[src/chd_pkg.sv]
package chd_pkg;

    localparam int TOTAL_BITS = 24;
    localparam logic [TOTAL_BITS-1:0] TOTAL_MAX = {TOTAL_BITS{1'b1}};
    localparam int HEX_BITS = 4;
    localparam int TRAILER_LEN = 2;

    localparam logic [7:0] CH_TAB   = 8'h09;
    localparam logic [7:0] CH_LF    = 8'h0A;
    localparam logic [7:0] CH_VT    = 8'h0B;
    localparam logic [7:0] CH_FF    = 8'h0C;
    localparam logic [7:0] CH_CR    = 8'h0D;
    localparam logic [7:0] CH_SPACE = 8'h20;
    localparam logic [7:0] CH_PLUS  = 8'h2B;
    localparam logic [7:0] CH_MINUS = 8'h2D;
    localparam logic [7:0] CH_0     = 8'h30;
    localparam logic [7:0] CH_9     = 8'h39;
    localparam logic [7:0] CH_UA    = 8'h41;
    localparam logic [7:0] CH_UF    = 8'h46;
    localparam logic [7:0] CH_UX    = 8'h58;
    localparam logic [7:0] CH_LA    = 8'h61;
    localparam logic [7:0] CH_LF_HI = 8'h66;
    localparam logic [7:0] CH_LX    = 8'h78;

    typedef struct packed {
        logic [7:0]            data_byte;
        logic                  is_payload;
        logic                  is_final;
        logic [TOTAL_BITS-1:0] decoded_total;
        logic                  size_overflow;
    } result_t;

    typedef struct packed {
        logic               ok;
        logic [HEX_BITS-1:0] value;
    } hex_t;

endpackage

[src/chd_channels.sv]
interface chd_in_if;
    logic       valid;
    logic       ready;
    logic [7:0] body_byte;
    logic       end_of_body;

    modport source (output valid, output body_byte, output end_of_body, input ready);
    modport sink (input valid, input body_byte, input end_of_body, output ready);
endinterface

interface chd_out_if;
    logic                          valid;
    logic                          ready;
    logic [7:0]                    data_byte;
    logic                          is_payload;
    logic                          is_final;
    logic [chd_pkg::TOTAL_BITS-1:0] decoded_total;
    logic                          size_overflow;

    modport source (output valid, output data_byte, output is_payload, output is_final,
                    output decoded_total, output size_overflow, input ready);
    modport sink (input valid, input data_byte, input is_payload, input is_final,
                  input decoded_total, input size_overflow, output ready);
endinterface

[src/chd_front.sv]
module chd_front #(
    parameter int SIZE_BITS = 24
) (
    input  logic             clk,
    input  logic             rst_n,
    chd_in_if.sink           body,
    output logic             push_valid,
    output chd_pkg::result_t push_item,
    input  logic             push_full
);
    import chd_pkg::*;

    typedef enum logic [2:0] {
        PH_LEAD,
        PH_SIGNED,
        PH_DIGITS,
        PH_TAIL,
        PH_DATA,
        PH_TRAILER,
        PH_DONE
    } phase_t;

    phase_t                phase_reg, phase_next;
    logic [SIZE_BITS-1:0]  acc_reg, acc_next;
    logic [SIZE_BITS-1:0]  rem_reg, rem_next;
    logic [TOTAL_BITS-1:0] cnt_reg, cnt_next;
    logic                  neg_reg, neg_next;
    logic                  zero_reg, zero_next;
    logic                  cr_reg, cr_next;
    logic                  ovf_reg, ovf_next;

    logic       take;
    logic       payload;
    logic       add_en;
    logic       blank;
    logic [7:0] c;
    hex_t       hv;

    function automatic hex_t hex_decode(input logic [7:0] ch);
        hex_t h;
        h.ok = 1'b1;
        h.value = '0;
        if (ch >= CH_0 && ch <= CH_9)
        begin
            h.value = HEX_BITS'(ch - CH_0);
        end
        else if (ch >= CH_LA && ch <= CH_LF_HI)
        begin
            h.value = HEX_BITS'(ch - CH_LA + 8'd10);
        end
        else if (ch >= CH_UA && ch <= CH_UF)
        begin
            h.value = HEX_BITS'(ch - CH_UA + 8'd10);
        end
        else
        begin
            h.ok = 1'b0;
        end
        return h;
    endfunction

    assign c          = body.body_byte;
    assign body.ready = !push_full;
    assign take       = body.valid && body.ready;
    assign hv         = hex_decode(c);
    assign blank      = (c == CH_SPACE) || (c == CH_TAB) || (c == CH_LF) || (c == CH_VT)
                     || (c == CH_FF) || (c == CH_CR);

    always_comb
    begin
        phase_next = phase_reg;
        acc_next   = acc_reg;
        rem_next   = rem_reg;
        cnt_next   = cnt_reg;
        neg_next   = neg_reg;
        zero_next  = zero_reg;
        cr_next    = cr_reg;
        ovf_next   = ovf_reg;
        payload    = 1'b0;
        add_en     = 1'b0;

        if (take)
        begin
            case (phase_reg)
                PH_LEAD, PH_SIGNED, PH_DIGITS, PH_TAIL:
                begin
                    if (cr_reg && c == CH_LF)
                    begin
                        if (neg_reg || acc_reg == '0)
                        begin
                            phase_next = PH_DONE;
                        end
                        else
                        begin
                            rem_next   = acc_reg;
                            phase_next = PH_DATA;
                        end
                        neg_next  = 1'b0;
                        zero_next = 1'b0;
                        cr_next   = 1'b0;
                    end
                    else
                    begin
                        if (phase_reg == PH_TAIL)
                        begin
                        end
                        else if (phase_reg == PH_LEAD && blank)
                        begin
                        end
                        else if (phase_reg == PH_LEAD && (c == CH_PLUS || c == CH_MINUS))
                        begin
                            neg_next   = neg_reg | (c == CH_MINUS);
                            phase_next = PH_SIGNED;
                        end
                        else if (phase_reg == PH_LEAD || phase_reg == PH_SIGNED)
                        begin
                            if (!hv.ok)
                            begin
                                phase_next = PH_TAIL;
                            end
                            else
                            begin
                                add_en     = 1'b1;
                                zero_next  = zero_reg | (hv.value == '0);
                                phase_next = PH_DIGITS;
                            end
                        end
                        else
                        begin
                            zero_next = 1'b0;
                            if (zero_reg && (c == CH_LX || c == CH_UX))
                            begin
                            end
                            else if (!hv.ok)
                            begin
                                phase_next = PH_TAIL;
                            end
                            else
                            begin
                                add_en = 1'b1;
                            end
                        end
                        cr_next = (c == CH_CR);
                    end
                end
                PH_DATA:
                begin
                    payload = 1'b1;
                    if (cnt_reg != TOTAL_MAX)
                    begin
                        cnt_next = cnt_reg + 1'b1;
                    end
                    if (rem_reg <= SIZE_BITS'(1))
                    begin
                        rem_next   = SIZE_BITS'(TRAILER_LEN);
                        phase_next = PH_TRAILER;
                    end
                    else
                    begin
                        rem_next = rem_reg - 1'b1;
                    end
                end
                PH_TRAILER:
                begin
                    if (rem_reg <= SIZE_BITS'(1))
                    begin
                        phase_next = PH_LEAD;
                        acc_next   = '0;
                        rem_next   = '0;
                        neg_next   = 1'b0;
                        zero_next  = 1'b0;
                        cr_next    = 1'b0;
                    end
                    else
                    begin
                        rem_next = rem_reg - 1'b1;
                    end
                end
                default:
                begin
                    phase_next = PH_DONE;
                end
            endcase
        end

        if (add_en)
        begin
            if (|acc_reg[SIZE_BITS-1 -: HEX_BITS])
            begin
                acc_next = '1;
                ovf_next = 1'b1;
            end
            else
            begin
                acc_next = {acc_reg[SIZE_BITS-HEX_BITS-1:0], hv.value};
            end
        end

        push_valid              = take && (payload || body.end_of_body);
        push_item.data_byte     = payload ? c : 8'd0;
        push_item.is_payload    = payload;
        push_item.is_final      = body.end_of_body;
        push_item.decoded_total = cnt_next;
        push_item.size_overflow = ovf_next;

        if (take && body.end_of_body)
        begin
            phase_next = PH_LEAD;
            acc_next   = '0;
            rem_next   = '0;
            cnt_next   = '0;
            neg_next   = 1'b0;
            zero_next  = 1'b0;
            cr_next    = 1'b0;
            ovf_next   = 1'b0;
        end
    end

    always_ff @(posedge clk or negedge rst_n)
    begin
        if (!rst_n)
        begin
            phase_reg <= PH_LEAD;
            acc_reg   <= '0;
            rem_reg   <= '0;
            cnt_reg   <= '0;
            neg_reg   <= 1'b0;
            zero_reg  <= 1'b0;
            cr_reg    <= 1'b0;
            ovf_reg   <= 1'b0;
        end
        else
        begin
            phase_reg <= phase_next;
            acc_reg   <= acc_next;
            rem_reg   <= rem_next;
            cnt_reg   <= cnt_next;
            neg_reg   <= neg_next;
            zero_reg  <= zero_next;
            cr_reg    <= cr_next;
            ovf_reg   <= ovf_next;
        end
    end

    a_data_has_bytes: assert property (@(posedge clk) disable iff (!rst_n)
        phase_reg == PH_DATA |-> rem_reg != '0)
        else $error("data phase with no bytes left");

    a_trailer_len: assert property (@(posedge clk) disable iff (!rst_n)
        phase_reg == PH_TRAILER |-> (rem_reg == SIZE_BITS'(1) || rem_reg == SIZE_BITS'(2)))
        else $error("trailer count out of range");

    a_final_resets: assert property (@(posedge clk) disable iff (!rst_n)
        take && body.end_of_body |=> phase_reg == PH_LEAD && cnt_reg == '0 && !ovf_reg)
        else $error("state not cleared after final word");

endmodule

[src/chd_queue.sv]
module chd_queue (
    input  logic             clk,
    input  logic             rst_n,
    input  logic             push_valid,
    input  chd_pkg::result_t push_item,
    output logic             push_full,
    chd_out_if.source        decoded
);
    import chd_pkg::*;

    localparam int DEPTH = 2;

    result_t    entry_reg [DEPTH];
    logic       wr_reg;
    logic       rd_reg;
    logic [1:0] count_reg;
    logic       pop;
    result_t    head;

    assign push_full             = (count_reg == 2'(DEPTH));
    assign head                  = entry_reg[rd_reg];
    assign decoded.valid         = (count_reg != 2'd0);
    assign decoded.data_byte     = head.data_byte;
    assign decoded.is_payload    = head.is_payload;
    assign decoded.is_final      = head.is_final;
    assign decoded.decoded_total = head.decoded_total;
    assign decoded.size_overflow = head.size_overflow;
    assign pop                   = decoded.valid && decoded.ready;

    always_ff @(posedge clk)
    begin
        if (push_valid)
        begin
            entry_reg[wr_reg] <= push_item;
        end
    end

    always_ff @(posedge clk or negedge rst_n)
    begin
        if (!rst_n)
        begin
            wr_reg    <= 1'b0;
            rd_reg    <= 1'b0;
            count_reg <= 2'd0;
        end
        else
        begin
            if (push_valid)
            begin
                wr_reg <= ~wr_reg;
            end
            if (pop)
            begin
                rd_reg <= ~rd_reg;
            end
            count_reg <= count_reg + 2'(push_valid) - 2'(pop);
        end
    end

    a_no_overfill: assert property (@(posedge clk) disable iff (!rst_n)
        push_valid |-> count_reg != 2'(DEPTH))
        else $error("push into full queue");

    a_count_ptrs: assert property (@(posedge clk) disable iff (!rst_n)
        (count_reg == 2'd1) == (wr_reg != rd_reg))
        else $error("queue pointers disagree with count");

    a_count_range: assert property (@(posedge clk) disable iff (!rst_n)
        count_reg <= 2'(DEPTH))
        else $error("queue count out of range");

endmodule

[src/http_chunked_body_decoder.sv]
// Strips HTTP chunked framing from a body stream, one byte word per clock while the result queue
// is not full. Each chunk size is parsed like strtol in base 16 (blanks, sign, optional 0x, hex
// digits), the line is skipped to CR LF, size bytes are passed as payload and the two trailing
// bytes are dropped; a size of zero or less ends decoding until end_of_body. A result word is
// registered into the result queue for every payload byte and for the final byte of the body as
// the byte is taken. Sustained rate is one byte per cycle; a two-entry result queue lets input
// continue while a result waits on the output side, and input stalls only when that queue is full.
module http_chunked_body_decoder #(
    parameter int SIZE_BITS = 24
) (
    input  logic      clk,
    input  logic      rst_n,
    chd_in_if.sink    body,
    chd_out_if.source decoded
);
    import chd_pkg::*;

    logic    push_valid;
    logic    push_full;
    result_t push_item;

    chd_front #(
        .SIZE_BITS (SIZE_BITS)
    ) u_front (
        .clk        (clk),
        .rst_n      (rst_n),
        .body       (body),
        .push_valid (push_valid),
        .push_item  (push_item),
        .push_full  (push_full)
    );

    chd_queue u_queue (
        .clk        (clk),
        .rst_n      (rst_n),
        .push_valid (push_valid),
        .push_item  (push_item),
        .push_full  (push_full),
        .decoded    (decoded)
    );

endmodule

[src/flat_wrapper.sv]
// flat-port wrapper written by rule: the top's interface ports become plain ports
module http_chunked_body_decoder_flat import chd_pkg::*;
#(
    parameter int SIZE_BITS = 24
)
  (clk, rst_n, body_valid, body_body_byte, body_end_of_body, body_ready, decoded_valid, decoded_data_byte, decoded_is_payload, decoded_is_final, decoded_decoded_total, decoded_size_overflow, decoded_ready);
  chd_in_if body_i ();
  chd_out_if decoded_i ();
  input  logic clk;
  input  logic rst_n;
  input wire logic [$bits(body_i.valid)-1:0] body_valid;
  input wire logic [$bits(body_i.body_byte)-1:0] body_body_byte;
  input wire logic [$bits(body_i.end_of_body)-1:0] body_end_of_body;
  output wire logic [$bits(body_i.ready)-1:0] body_ready;
  output wire logic [$bits(decoded_i.valid)-1:0] decoded_valid;
  output wire logic [$bits(decoded_i.data_byte)-1:0] decoded_data_byte;
  output wire logic [$bits(decoded_i.is_payload)-1:0] decoded_is_payload;
  output wire logic [$bits(decoded_i.is_final)-1:0] decoded_is_final;
  output wire logic [$bits(decoded_i.decoded_total)-1:0] decoded_decoded_total;
  output wire logic [$bits(decoded_i.size_overflow)-1:0] decoded_size_overflow;
  input wire logic [$bits(decoded_i.ready)-1:0] decoded_ready;
  assign body_i.valid = body_valid;
  assign body_i.body_byte = body_body_byte;
  assign body_i.end_of_body = body_end_of_body;
  assign body_ready = body_i.ready;
  assign decoded_valid = decoded_i.valid;
  assign decoded_data_byte = decoded_i.data_byte;
  assign decoded_is_payload = decoded_i.is_payload;
  assign decoded_is_final = decoded_i.is_final;
  assign decoded_decoded_total = decoded_i.decoded_total;
  assign decoded_size_overflow = decoded_i.size_overflow;
  assign decoded_i.ready = decoded_ready;
  http_chunked_body_decoder #(.SIZE_BITS(SIZE_BITS)) u_core (.clk(clk), .rst_n(rst_n), .body(body_i), .decoded(decoded_i));
endmodule
[config.mk]
export PLATFORM = sky130hd
export DESIGN_NAME = http_chunked_body_decoder_flat
export DESIGN_NICKNAME = d
export VERILOG_FILES = /design/src/chd_pkg.sv /design/src/chd_channels.sv /design/src/chd_front.sv /design/src/chd_queue.sv /design/src/http_chunked_body_decoder.sv /design/src/flat_wrapper.sv
export SDC_FILE = /design/constraint.sdc
export NUM_CORES = 1
export LEC_CHECK = 0
export ABC_AREA = 1
export BUFFER_PORTS_ARGS = -buffer_cell sky130_fd_sc_hd__buf_2
export CORE_MARGIN = 4
export CORE_UTILIZATION = 45
export CTS_BUF_LIST = sky130_fd_sc_hd__clkbuf_2 sky130_fd_sc_hd__clkbuf_4 sky130_fd_sc_hd__clkbuf_8
export DETAILED_ROUTE_END_ITERATION = 12
export GPL_ROUTABILITY_DRIVEN = 0
export GPL_TIMING_DRIVEN = 0
export PLACE_DENSITY = 0.7
export SYNTH_ARGS = -nofsm -noshare
export SYNTH_HDL_FRONTEND = slang
export SYNTH_SLANG_ARGS = --single-unit
[constraint.sdc]
create_clock -name clk -period 4.3 [get_ports clk]
set_input_delay 0.43 -clock clk [delete_from_list [all_inputs] [get_ports clk]]
set_output_delay 0.43 -clock clk [all_outputs]
set_load 0.02 [all_outputs]
# ---- After elaboration in Yosys (flattened, before gate mapping)
# Memory sizes are Yosys's and may differ from the RTL's.
# Cells that the tools add are included.
dict set report classes {
  addsub 9
  multipliers 0
  div_mod_pow 0
  magnitude_cmp 7
  n_eq_ne 28
  shifts 0
  muxes 75
  n_bitwise 4
  n_reduce_logical 40
}
# op n
set ops {}
lappend ops {{24-bit two-way mux} 16}
lappend ops {{24-bit one-hot mux with 3 select lines} 1}
lappend ops {{8-bit by 4-bit equality test with 1-bit output, second input constant} 5}
lappend ops {{1-bit two-way mux} 38}
lappend ops {{3-bit two-way mux} 11}
lappend ops {{24-bit by 1-bit adder with 24-bit output, second input constant} 1}
lappend ops {{8-bit by 6-bit equality test with 1-bit output, second input constant} 3}
lappend ops {{24-bit by 1-bit <= comparator with 1-bit output, second input constant} 1}
lappend ops {{24-bit logical NOT} 1}
lappend ops {{24-bit inequality test, second input constant} 1}
lappend ops {{24-bit by 1-bit subtractor with 24-bit output, second input constant} 1}
lappend ops {{8-bit by 7-bit equality test with 1-bit output, second input constant} 2}
lappend ops {{8-bit by 7-bit >= comparator with 1-bit output, second input constant} 2}
lappend ops {{8-bit by 7-bit <= comparator with 1-bit output, second input constant} 2}
lappend ops {{4-bit inequality test, second input constant} 4}
lappend ops {{7-bit AND reduction} 2}
lappend ops {{4-bit two-way mux} 3}
lappend ops {{3-bit inequality test, second input constant} 4}
lappend ops {{6-bit inequality test, second input constant} 2}
lappend ops {{3-bit nonzero test} 4}
lappend ops {{4-bit by 1-bit subtractor with 4-bit output, second input constant} 3}
lappend ops {{1-bit logical AND} 11}
lappend ops {{1-bit logical OR} 10}
lappend ops {{3-bit one-hot mux with 3 select lines} 1}
lappend ops {{other kinds (24)} 34}
dict set report totals {
  register_bits 83
  latch_bits 0
  ramBits 70
  romBits 0
  input_bits 13
  output_inout_bits 37
  wordCells 175
  mem_count 1
}
# name words word_bits read_ports rd_ports_with_merged_regs wr line_no
set memory_table {}
lappend memory_table {u_core.u_queue.entry_reg 2 35 1 0 1 chd_queue.sv:13} ;# result_t entry_reg [DEPTH];

# ---- Longest topological paths before layout
# Gate-level depths: netlist of run 1.
dict set report depth {
  depth_word 16
  depth_mapped 14
}

# ---- Hierarchy
# A second synthesis of run 1 with hierarchy kept.
dict set report hier_totals {
  cells_unflattened 1016
  hier_area_um2 8214.1
}
# mod n_inst cells_each area_per_inst_um2 seq_area_each_um2
set by_module_without_submodules {}
lappend by_module_without_submodules {chd_front 1 804 5382.7 1976.9}
lappend by_module_without_submodules {chd_queue 1 212 2831.5 2202.1}

# ---- Least setup slack after synthesis of run 1
# No wires, ideal clock.
dict set report synth_timing {
  path_kind {register to register}
  startpoint {register u_core.u_queue.count_reg[1]}
  endpoint {memory u_core.u_queue.entry_reg[1][0] (netlist bit) (enable)}
  setup_time_ps 429
  t_arrival_ps 2924
  t_required_ps 3871
  setup_slack_ps 947
  path_stages_with_launch 10
  n_path_buf 2
  path_cell_list {dfrtp_1 nand2_1 nand2_2 inv_2 nand2_1 buf_4 inv_2 buf_2 nor2_1 nor2_1}
}
dict set report synth_between {
  elab_chain_len 8
}
# item line_no
set synth_rtl {}
lappend synth_rtl {{from (decl)} chd_queue.sv:16} ;# logic [1:0] count_reg;
lappend synth_rtl {{from (signal assigned)} chd_queue.sv:56} ;# count_reg <= count_reg + 2'(push_valid) - 2'(pop);
lappend synth_rtl {{2-bit equality test *} chd_queue.sv:20} ;# assign push_full = (count_reg == 2'(DEPTH));
lappend synth_rtl {{1-bit logical NOT *} chd_front.sv:63} ;# assign body.ready = !push_full;
lappend synth_rtl {{named net body_ready} flat_wrapper.sv:14} ;# output wire logic [$bits(body_i.ready)-1:0] body_ready;
lappend synth_rtl {{1-bit logical AND *} chd_front.sv:64} ;# assign take = body.valid && body.ready;
lappend synth_rtl {{1-bit two-way mux} chd_front.sv:82} ;# if (take)
lappend synth_rtl {{1-bit logical OR} chd_front.sv:199} ;# push_valid = take && (payload || body.end_of_body);
lappend synth_rtl {{1-bit logical AND *} chd_front.sv:199}
lappend synth_rtl {{1-bit two-way mux *} chd_queue.sv:32} ;# if (push_valid)
lappend synth_rtl {{1-bit two-way mux (implied by the code) *} chd_queue.sv:34} ;# entry_reg[wr_reg] <= push_item;
lappend synth_rtl {{to (decl)} chd_queue.sv:13}
# The timed path passes the listed nets; every way through them passes the cells marked *.

# ---- Worst setup path in the final report of run 1
dict set report layout_timing {
  startpoint {register u_core.u_queue.rd_reg}
  endpoint {output port decoded_decoded_total[5]}
}
dict set report layout_between {
  elab_chain_len 1
}
# item line_no
set layout_rtl {}
lappend layout_rtl {{from (decl)} chd_queue.sv:15} ;# logic rd_reg;
lappend layout_rtl {{from (signal assigned)} chd_queue.sv:54} ;# rd_reg <= ~rd_reg;
lappend layout_rtl {{memory read 2 x 35 bit} n/a}
lappend layout_rtl {{to (decl)} flat_wrapper.sv:19} ;# output wire logic [$bits(decoded_i.decoded_total)-1:0] decoded_decoded_total;
# No other way between the ends.

==> flow_metrics.tcl, run 1 <==
set metrics [dict create \
    status "finished, final reports clean" \
    fillerInstances 1640 \
    synth-seq-cells 153 \
    cts.reportedPaths.clkPinSlew_ns 0.08 \
    yosysUniqueCellTypes 43 \
    max-slew-margin-rel_pct 64.4 \
    io_pins 50 \
    synth.area.top_cells "edfxtp_1 (27%), dfrtp_1 (26%), nand2_1 (15%)" \
    cellLeakagePower_nw 4.32 \
    drt_first_pass_iters 5 \
    post-route-period-util_pct 57.8 \
    grt_pass1_wl_mm 29.6 \
    die_h_um 141 \
    grt-ovfl-total 0 \
    first_global_vias 6175 \
    cap_violations 0 \
    cp.arrival_ns 2.06 \
    initial_core_util_pct 45.8 \
    cts_resized 0 \
    antenna_found_initial 0 \
    synth.top_cell.area_share_pct 26.5 \
    path_max_fanout 10 \
    cts_tree "built" \
    rows 48 \
    crit_buf_inv 4 \
    worstSetupPathType "flip-flop to primary output" \
    final_max_slew_viol_count 0 \
    fin_ws_ns 1.81 \
    largest_register_ffs 70 \
    syn-num-nets 994 \
    portBuffers 48 \
    gr-usage-all-layers_pct 18.2 \
    critPathCaptureType "primary output" \
    grt_max_degree 63 \
    wl_per_cell_um 13.5 \
    clock.fmax_ghz 0.402 \
    cts.sinks 153 \
    drc 0 \
    die_area_um2 19800 \
    finalSetupViolations 0 \
    viasPerCell 5.07 \
    tightest_slew_ns 0.534 \
    startpoint_type "flip-flop" \
    ys_seq_area_share_pct 52.7 \
    p_per_area_nw_per_um2 546 \
    regArea_um2 4180 \
    irDropWorstVdd_v 0.000285 \
    post-synth-top-area-cell "edfxtp_1" \
    crit_chain "clkbuf_1, inv_2, clkbuf_1, nand2_1, nand2_1, buf_2" \
    critPathTopFamily "buffers and inverters" \
    core_um2 17300 \
    hold_viol 0 \
    cts-root-buf "clkbuf_8" \
    vias 6493 \
    cp_slowest_cell "clkbuf_1" \
    dp_hpwl_mm 12.8 \
    htreeDepth 4 \
    areaGrowthSynthToFinish_pct 12.9 \
    fin_worst_skew_ns 0.0115 \
    min-delay-path-class "input pin to flip-flop" \
    clock_latency_ns 0.47 \
    clockBufferDepth 2 \
    cp.required_ns 3.87 \
    whs_ns 0.192 \
    antenna_cells 0 \
    cts_buffers 17 \
    synth_area_um2 7920 \
    postCtsSetupRepairBufs 0 \
    pre_cts_ws_ns 1.69 \
    nNetsFinal 1065 \
    avgSynthCellArea_um2 8.16 \
    rsz0062_at_grt "no" \
    wirelength_mm 17.3 \
    dieWidth_um 141 \
    multi_input_area_um2 3200 \
    cpPeakStageDelay_ns 0.40 \
    drive_above_1_share_pct 11.8 \
    syn_inst 971 \
    min_period_ns 2.49 \
    drt_iter0_markers 526 \
    drtAntennaViolNets 0 \
    yosysWarnings 0 \
]
where the power goes:
| part | internal [mW] | switching [mW] | leakage (nW) | total (mW) |
|---|---|---|---|---|
| logic | 0.552 | 1.10 | 2.39 | 1.65 |
| clock network | 0.537 | 0.585 | 0.204 | 1.12 |
| registers | 1.86 | 0.256 | 1.72 | 2.11 |
| total | 2.95 | 1.94 | 4.32 | 4.88 |
cell usage after synthesis, drive strengths merged:
master     n
nand2    323
inv      115
nor2     107
dfrtp     83
o21ai     76
edfxtp    70
nand3     48
a21oi     24
nand4     16
nor3      15
xor2      15
buf       13
clkbuf    13
ha        10
o22ai     10
xnor2      7
a22oi      6
or2        5
nand3b     4
nor4       3
a31oi      2
and2       2
a21o       1
a31o       1
and3       1
o2111ai    1
what timing repair did:
| action | CTS | global route |
|---|---|---|
| setup endpoints to repair | 0 | 0 |
| hold buffers | 1 | 0 |
| hold endpoints to repair | 21 | 0 |
cell type report:
cell class	count	share of cell area, %
plain buffers	26	1.43
repair buffers	52	3.58
clock inverters	14	1.82
clock buffers	18	2.70
multi-input cells	677	35.8
well taps	225	3.15
flip-flops and latches	153	46.7
inverters	115	4.85
through the flow:
step	area, µm²	utilization, %	TNS [ns]	power (mW)	instances
detailed placement	8530	49.3	0	3.79	1247
floorplan	7920	-	0	3.27	971
global placement	8450	48.8	-0.435	3.74	1244
CTS	8940	51.7	0	4.91	1280
finish	8940	51.7	0	4.88	1280
global route	8940	51.7	0	5.24	1280
cells by family after synthesis:
logic type / share of synthesized area (%)
simple gates: 27.8
flops: 52.7
buf+inv: 7.09
compound gates: 8.34
xor+xnor: 2.43
fa+ha+maj: 1.58
worst paths after layout:
kind	depth (start not counted)	from	slack, ns	end
hold reg to reg	2	u_core.u_front.rem_reg[1]	0.51	u_core.u_front.rem_reg[1]
min in group asynchronous	2	rst_n	0.40	u_core.u_queue.count_reg[0]
max in group asynchronous	3	rst_n	3.29	u_core.u_front.phase_reg[2]
hold / removal	1	body_end_of_body	0.19	u_core.u_queue.entry_reg[1][25]
setup / recovery	6	u_core.u_queue.rd_reg	1.81	decoded_decoded_total[5]
setup reg to reg	12	u_core.u_queue.count_reg[0]	1.83	u_core.u_queue.count_reg[0]
layer usage:
metal,GRT usage [%],share of wire [%],vias up,wire (µm)
met5,0,0,-,0
met4,5.15,1.3,0,226
met3,3.56,5.0,25,867
met2,29.7,47,166,8110
met1,24.9,47,3013,8100
li1,-,-,3289,-
cells in the final DEF (no fill, tap or decap), types with 11 or more instances in the layout:
cell type  Yosys  final
clkbuf_8       0     17
nor3_1        15     15
nand3_1       45     45
clkbuf_1      11     11
xor2_1        15     15
inv_1        107    107
nor2_1       102    100
buf_2          7     54
nand2_1      319    319
dfrtp_1       83     83
edfxtp_1      70     70
nand4_1       15     15
a21oi_1       22     22
o21ai_0       72     72
Power figures use the tool's default switching activity.
==> run 2, diff against run 1 <==
--- a/config.mk
+++ b/config.mk
@@ -13,7 +13,7 @@
 export DETAILED_ROUTE_END_ITERATION = 12
 export GPL_ROUTABILITY_DRIVEN = 0
 export GPL_TIMING_DRIVEN = 0
-export PLACE_DENSITY = 0.7
+export PLACE_DENSITY = 0.72
 export SYNTH_ARGS = -nofsm -noshare
 export SYNTH_HDL_FRONTEND = slang
 export SYNTH_SLANG_ARGS = --single-unit
==> constraint.sdc (replaced) <==
create_clock -name clk -period 2.15 [get_ports clk]
set_input_delay 0.215 -clock clk [delete_from_list [all_inputs] [get_ports clk]]
set_output_delay 0.215 -clock clk [all_outputs]
set_load 0.02 [all_outputs]
==> run 2 against run 1 <==
Compared with the run above:
- largest cell class unchanged
- core utilization is 2.9 points higher
- highest routed layer unchanged
- critical path depth increased by 6
- sequential power is 100% higher
- non-clock buffer count is 26 higher
- clock power up 110%
- wire length is 10% higher
- total power grew 110%
- combinational power rose by 120%
- largest power group unchanged
- die area unchanged
==> flow_metrics.tcl, run 2 (synthesis results as in run 1) <==
set metrics [dict create \
    status "finished, final reports clean" \
    min_period_ns 2.08 \
    cts-root-buf "clkbuf_8" \
    worstSetupPathType "flip-flop to flip-flop" \
    reg2reg_to "u_core.u_queue.entry_reg[0][14]" \
    rows 48 \
    dp_hpwl_mm 12.9 \
    multi_input_area_um2 3360 \
    stdcell_area_um2 9440 \
    antenna_cells 0 \
    p_per_area_nw_per_um2 1080 \
    pwr-share-comb_pct 35.2 \
    io_pins 50 \
    path_max_fanout 10 \
    finalCoreUtilization_pct 54.6 \
    post-route-period-util_pct 96.5 \
    regArea_um2 4180 \
    seq_power_share_pct 42.2 \
    drtAntennaViolNets 0 \
    critPathCaptureType "flip-flop" \
    drive_above_1_share_pct 17.1 \
    dpl_cell_area_um2 8510 \
    place_inst 1245 \
    finalPower_mw 10.2 \
    cts.reportedPaths.clkPinSlew_ns 0.09 \
    final_common_cell "nand2_1" \
    cp.arrival_ns 2.24 \
    reg2reg_depth 12 \
    portBuffers 48 \
    gr-usage-all-layers_pct 19.5 \
    hold_viol 0 \
    cell_internal_pwr_mw 6.24 \
    cts_tree "built" \
    drc 0 \
    p_sw_mw 3.97 \
    cts_buffers 17 \
    max-slew-margin-rel_pct 64.7 \
    cap_violations 0 \
    die_h_um 141 \
    areaGrowthSynthToFinish_pct 19.1 \
    r2r_slack_ns 0.07 \
    wl_per_cell_um 14.6 \
    final_max_slew_viol_count 0 \
    drt_iter0_markers 495 \
    nNetsFinal 1093 \
    grt_max_degree 66 \
    vias 6677 \
    irDropWorstVdd_v 0.000635 \
    cp.required_ns 2.32 \
    viasPerCell 5.10 \
    grt-ovfl-total 0 \
    first_global_vias 6315 \
    cts.sinks 153 \
    min-delay-path-class "input pin to flip-flop" \
    r2r-start "u_core.u_queue.count_reg[0]" \
    antenna_found_initial 0 \
    pwr-share-clk_pct 22.6 \
    final_cell_mix "nand2_1 (313), inv_1 (107), nor2_1 (89), dfrtp_1 (81), o21ai_0 (72)" \
    clock.fmax_ghz 0.482 \
    drt_first_pass_iters 10 \
    wirelength_mm 19.0 \
    clock_latency_ns 0.45 \
    core_um2 17300 \
    tightest_slew_ns 0.530 \
    clockBufferDepth 2 \
    fin_worst_skew_ns 0.0156 \
    holdPathStages 3 \
    largest_register_ffs 70 \
    min_from "decoded_ready" \
    finalSetupViolations 0 \
    initial_core_util_pct 45.8 \
    grt_pass1_wl_mm 31.3 \
    startpoint_type "flip-flop" \
    hold_end "u_core.u_queue.rd_reg" \
    cellLeakagePower_nw 4.53 \
    stdcell_count 1308 \
    die_area_um2 19800 \
    setup_tns_ns 0 \
    fillerInstances 1574 \
    dieWidth_um 141 \
    htreeDepth 4 \
    p_sw_share_pct 38.9 \
]
run 2: power by group through the flow:
stage | sequential [mW] | clock, mW | combinational (mW)
2_1_floorplan | 4.13 | 0 | 2.45
3_3_place_gp | 4.27 | 0 | 3.28
3_5_place_dp | 4.29 | 0 | 3.37
4_1_cts | 4.29 | 2.34 | 3.49
5_1_grt | 4.40 | 2.48 | 4.05
6_report | 4.32 | 2.31 | 3.59
run 2: layout make-up:
class | instances | area share, %
Timing Repair Buffer | 79 | 6.28
Buffer | 25 | 1.71
Tap cell | 225 | 2.98
Clock buffer | 22 | 2.94
Inverter | 115 | 4.71
Clock inverter | 10 | 1.51
Multi-Input combinational cell | 679 | 35.6
Sequential cell | 153 | 44.3
run 2: how the worst max path moves through the flow:
stage	from	to	slack, ns	cells past startpoint
after floorplan	u_core.u_queue.count_reg[1]	u_core.u_queue.entry_reg[1][0]	0.009	9
after global placement	u_core.u_queue.count_reg[1]	u_core.u_queue.entry_reg[1][7]	-0.44	9
after detailed placement	u_core.u_queue.count_reg[0]	u_core.u_queue.entry_reg[1][10]	-0.46	10
after CTS	u_core.u_front.cnt_reg[0]	u_core.u_queue.entry_reg[1][15]	0.003	10
after global routing	u_core.u_front.cnt_reg[0]	u_core.u_queue.entry_reg[0][4]	-0.03	10
final	u_core.u_queue.count_reg[0]	u_core.u_queue.entry_reg[0][14]	0.07	12
run 2: metrics by stage:
| step | setup WS (ns) | hold slack (ns) |
|---|---|---|
| CTS | 0.00340 | 0.0345 |
| global route | -0.0296 | 0.0589 |
| global placement | -0.437 | 0.442 |
| floorplan | 0.00854 | -0.0806 |
| finish | 0.0747 | 0.0567 |
| detailed placement | -0.464 | 0.117 |
run 2: critical path, stage by stage, from the launching register on:
cell and delay [ns]:
dfrtp_1 0.39, inv_1 0.08, nand2_4 0.11, nand2_8 0.09
inv_4 0.07, nand2_1 0.08, buf_6 0.16, inv_4 0.07
buf_8 0.13, nor2_4 0.05, buf_4 0.17, nor2_4 0.19
clkbuf_16 0.20
run 2: repair_timing:
item | in CTS | in global routing
resized for setup | 14 | 41
pin swaps | 7 | 10
buffers inserted | 15 | 11
cloned | 3 | 1
hold buffers | 2 | 0
endpoints found under the setup margin | 146 | 162
endpoints found under the hold margin | 85 | 0
run 2: layer usage:
metal  track usage (%)  up-vias  wire, µm
met5                 0        -         0
met4              6.83        0       491
met3              4.10       46       921
met2              32.7      184      9290
met1              25.3     3102      8350
li1                  -     3345         -
==> run 3, diff against run 2 <==
--- a/config.mk
+++ b/config.mk
@@ -5,7 +5,6 @@
 export SDC_FILE = /design/constraint.sdc
 export NUM_CORES = 1
 export LEC_CHECK = 0
-export ABC_AREA = 1
 export BUFFER_PORTS_ARGS = -buffer_cell sky130_fd_sc_hd__buf_2
 export CORE_MARGIN = 4
 export CORE_UTILIZATION = 45
@@ -14,6 +13,7 @@
 export GPL_ROUTABILITY_DRIVEN = 0
 export GPL_TIMING_DRIVEN = 0
 export PLACE_DENSITY = 0.72
+export REMOVE_ABC_BUFFERS = 1
 export SYNTH_ARGS = -nofsm -noshare
 export SYNTH_HDL_FRONTEND = slang
 export SYNTH_SLANG_ARGS = --single-unit
==> run 3 against run 2 <==
Compared with the run above:
- synthesized cell count decreased by 31%
- register-to-register slack lost 0.03 ns
- count of clock-buffer cells in the layout shrank 4
- die area down 1.8%
- non-clock buffer count fell by 13
- clock skew decreased by 0.0039 ns
- global-route usage down 0.96 points
- total power is 14% lower
- clock power is 7% lower
- sequential share of layout area grew 1.3 points
==> flow_metrics.tcl, run 3 <==
set metrics [dict create \
    cts_tree "built" \
    initial_core_util_pct 46.4 \
    post-route-period-util_pct 98.0 \
    place_inst 912 \
    pre_cts_ws_ns -0.816 \
    clock.fmax_ghz 0.475 \
    yosysWarnings 0 \
    irDropWorstVdd_v 0.000820 \
    die_h_um 139 \
    first_global_vias 5659 \
    hold_end "u_core.u_queue.rd_reg" \
    clockBufferDepth 2 \
    tightest_slew_ns 0.574 \
    htreeDepth 4 \
    p_per_area_nw_per_um2 956 \
    worstSetupPathType "flip-flop to flip-flop" \
    critPathCaptureType "flip-flop" \
    viasPerCell 5.97 \
    die_area_um2 19400 \
    drtAntennaViolNets 0 \
    wirelength_mm 18.4 \
    synth.top_cell.area_share_pct 27.0 \
    cellLeakagePower_nw 3.76 \
    drc 0 \
    reg2reg_to "u_core.u_front.cr_reg" \
    synth-seq-cells 153 \
    fin_worst_skew_ns 0.0117 \
    dieWidth_um 139 \
    synth.area.top_cells "edfxtp_1 (27%), dfrtp_1 (27%), mux2_2 (5.5%)" \
    grt-ovfl-total 0 \
    synth_mux_area_share_pct 5.76 \
    synth_edf_count 70 \
    io_pins 50 \
    drive_above_1_share_pct 30.9 \
    seq_power_share_pct 40.8 \
    dp_hpwl_mm 11.4 \
    fin_ws_ns 0.0431 \
    startpoint_type "flip-flop" \
    cts_buffers 17 \
    final_cell_mix "dfrtp_1 (75), edfxtp_1 (70), nor2_1 (59), buf_2 (48), mux2_2 (38)" \
    stdcell_area_um2 9190 \
    wl_per_cell_um 18.6 \
    cts.reportedPaths.clkPinSlew_ns 0.09 \
    r2r_slack_ns 0.04 \
    areaGrowthSynthToFinish_pct 18.2 \
    min_from "decoded_ready" \
    p_sw_share_pct 36.5 \
    path_max_fanout 5 \
    cts.sinks 153 \
    holdPathStages 3 \
    drt_iter0_markers 530 \
    cap_violations 0 \
    synth_compound_area_share_pct 12.1 \
    cp.required_ns 2.50 \
    dpl_cell_area_um2 8170 \
    rsz0062_at_grt "yes" \
    final_common_cell "dfrtp_1" \
    gr-usage-all-layers_pct 18.6 \
    ys_top_cells_by_count "dfrtp_1 (83), edfxtp_1 (70), nor2_1 (62)" \
    whs_ns 0.159 \
    min_period_ns 2.11 \
    finalSetupViolations 0 \
    portBuffers 49 \
    final_max_slew_viol_count 0 \
    ys_async_sr_fraction_pct 54.2 \
    synth_top_flop_cell "dfrtp_1" \
    rows 47 \
    nNetsFinal 776 \
    ys_seq_area_share_pct 53.7 \
    synthAdderAreaFrac_pct 1.61 \
    min-delay-path-class "input pin to flip-flop" \
    synth_most_common_cell "dfrtp_1" \
    syn_inst 673 \
    drt_first_pass_iters 5 \
    grt_pass1_wl_mm 29.4 \
    status "finished, final reports clean" \
    synth_area_um2 7770 \
    finalPower_mw 8.79 \
    grt_max_degree 44 \
    post-synth-top-area-cell "edfxtp_1" \
    cp.arrival_ns 2.46 \
    reg2reg_depth 6 \
    antenna_found_initial 0 \
    stdcell_count 986 \
    pwr-share-clk_pct 24.4 \
    largest_register_ffs 70 \
    synth_top_family_by_area "simple AND/OR/NAND/NOR gates" \
    max-slew-margin-rel_pct 61.7 \
    r2r-start "u_core.u_front.rem_reg[4]" \
    avgSynthCellArea_um2 11.6 \
    p_sw_mw 3.21 \
    cell_internal_pwr_mw 5.58 \
    hold_viol 0 \
    vias 5890 \
    synthSimpleGateAreaFrac_pct 20.2 \
    antenna_cells 0 \
    cts-root-buf "clkbuf_8" \
    core_um2 16800 \
    pwr-share-comb_pct 34.9 \
    yosysUniqueCellTypes 82 \
    synth-xor-area-share_pct 3.27 \
    clock_latency_ns 0.46 \
]
-- run 3: repair_timing --
item,CTS,global route
hold endpoints to repair,42,0
setup endpoints to repair,227,92
buffers inserted,31,7
gates resized for setup,34,26
cloned,2,1
pin swaps,14,12
hold buffers,1,0
-- run 3: how the worst max path moves through the flow --
stage,startpoint,end,slack [ns],cells past startpoint
2_1_floorplan,u_core.u_front.phase_reg[2],u_core.u_queue.entry_reg[1][0],-1.21,5
3_3_place_gp,u_core.u_front.phase_reg[2],u_core.u_queue.entry_reg[1][13],-2.41,5
3_5_place_dp,u_core.u_front.phase_reg[1],u_core.u_front.rem_reg[17],-0.82,4
4_1_cts,u_core.u_queue.count_reg[0],u_core.u_queue.count_reg[1],-0.009,9
5_1_grt,u_core.u_front.rem_reg[19],u_core.u_front.cr_reg,-0.04,6
6_report,u_core.u_front.rem_reg[4],u_core.u_front.cr_reg,0.04,6
-- run 3: final cells by class --
class	count	area, µm²
Clock inverter	14	140
Fill cell	1393	7570
Multi-Input combinational cell	477	3640
Inverter	13	52.6
Sequential cell	153	4190
Clock buffer	18	248
Tap cell	220	275
Timing Repair Buffer	91	641
-- run 3: critical path, cell delays in order (launching register included) --
cell and delay (ns):
dfrtp_2 0.45, nor4_4 0.40, nand4_4 0.22, nor3_4 0.33
nor2_1 0.07, a21oi_1 0.19, mux2_2 0.35
-- run 3: power groups by stage --
stage	combinational (mW)	clock [mW]	sequential (mW)
after CTS	2.92	2.18	3.58
after floorplan	1.74	0	3.57
final	3.06	2.14	3.58
after detailed placement	2.40	0	3.66
after global placement	2.31	0	3.65
after global routing	3.28	2.30	3.62
-- run 3: kinds of logic (layout without fill, tap and decap cells) --
kind of cell             Yosys count  after routing
AO/OA/AOI/OAI                    132            134
multiplexers                      40             40
buffers and inverters             46            136
flip-flops                       153            153
AND/OR/NAND/NOR                  263            264
XOR/XNOR                          29             29
adder cells (fa/ha/maj)           10             10
-- run 3: through the flow --
| step | utilization (%) | TNS, ns |
|---|---|---|
| finish | 54.8 | 0 |
| floorplan | - | -84.56 |
| CTS | 53.7 | -0.00888 |
| global placement | 48.3 | -206.67 |
| global route | 54.8 | -0.256 |
| detailed placement | 48.7 | -88.72 |
-- run 3: metal layers --
layer	up-vias	share of wire, %	wire (µm)	global-route usage, %
met5	-	0	0	0
met4	0	2.3	419	6.13
met3	47	6.2	1130	4.29
met2	251	49	8920	30.3
met1	2900	43	7900	24.7
li1	2692	-	-	-
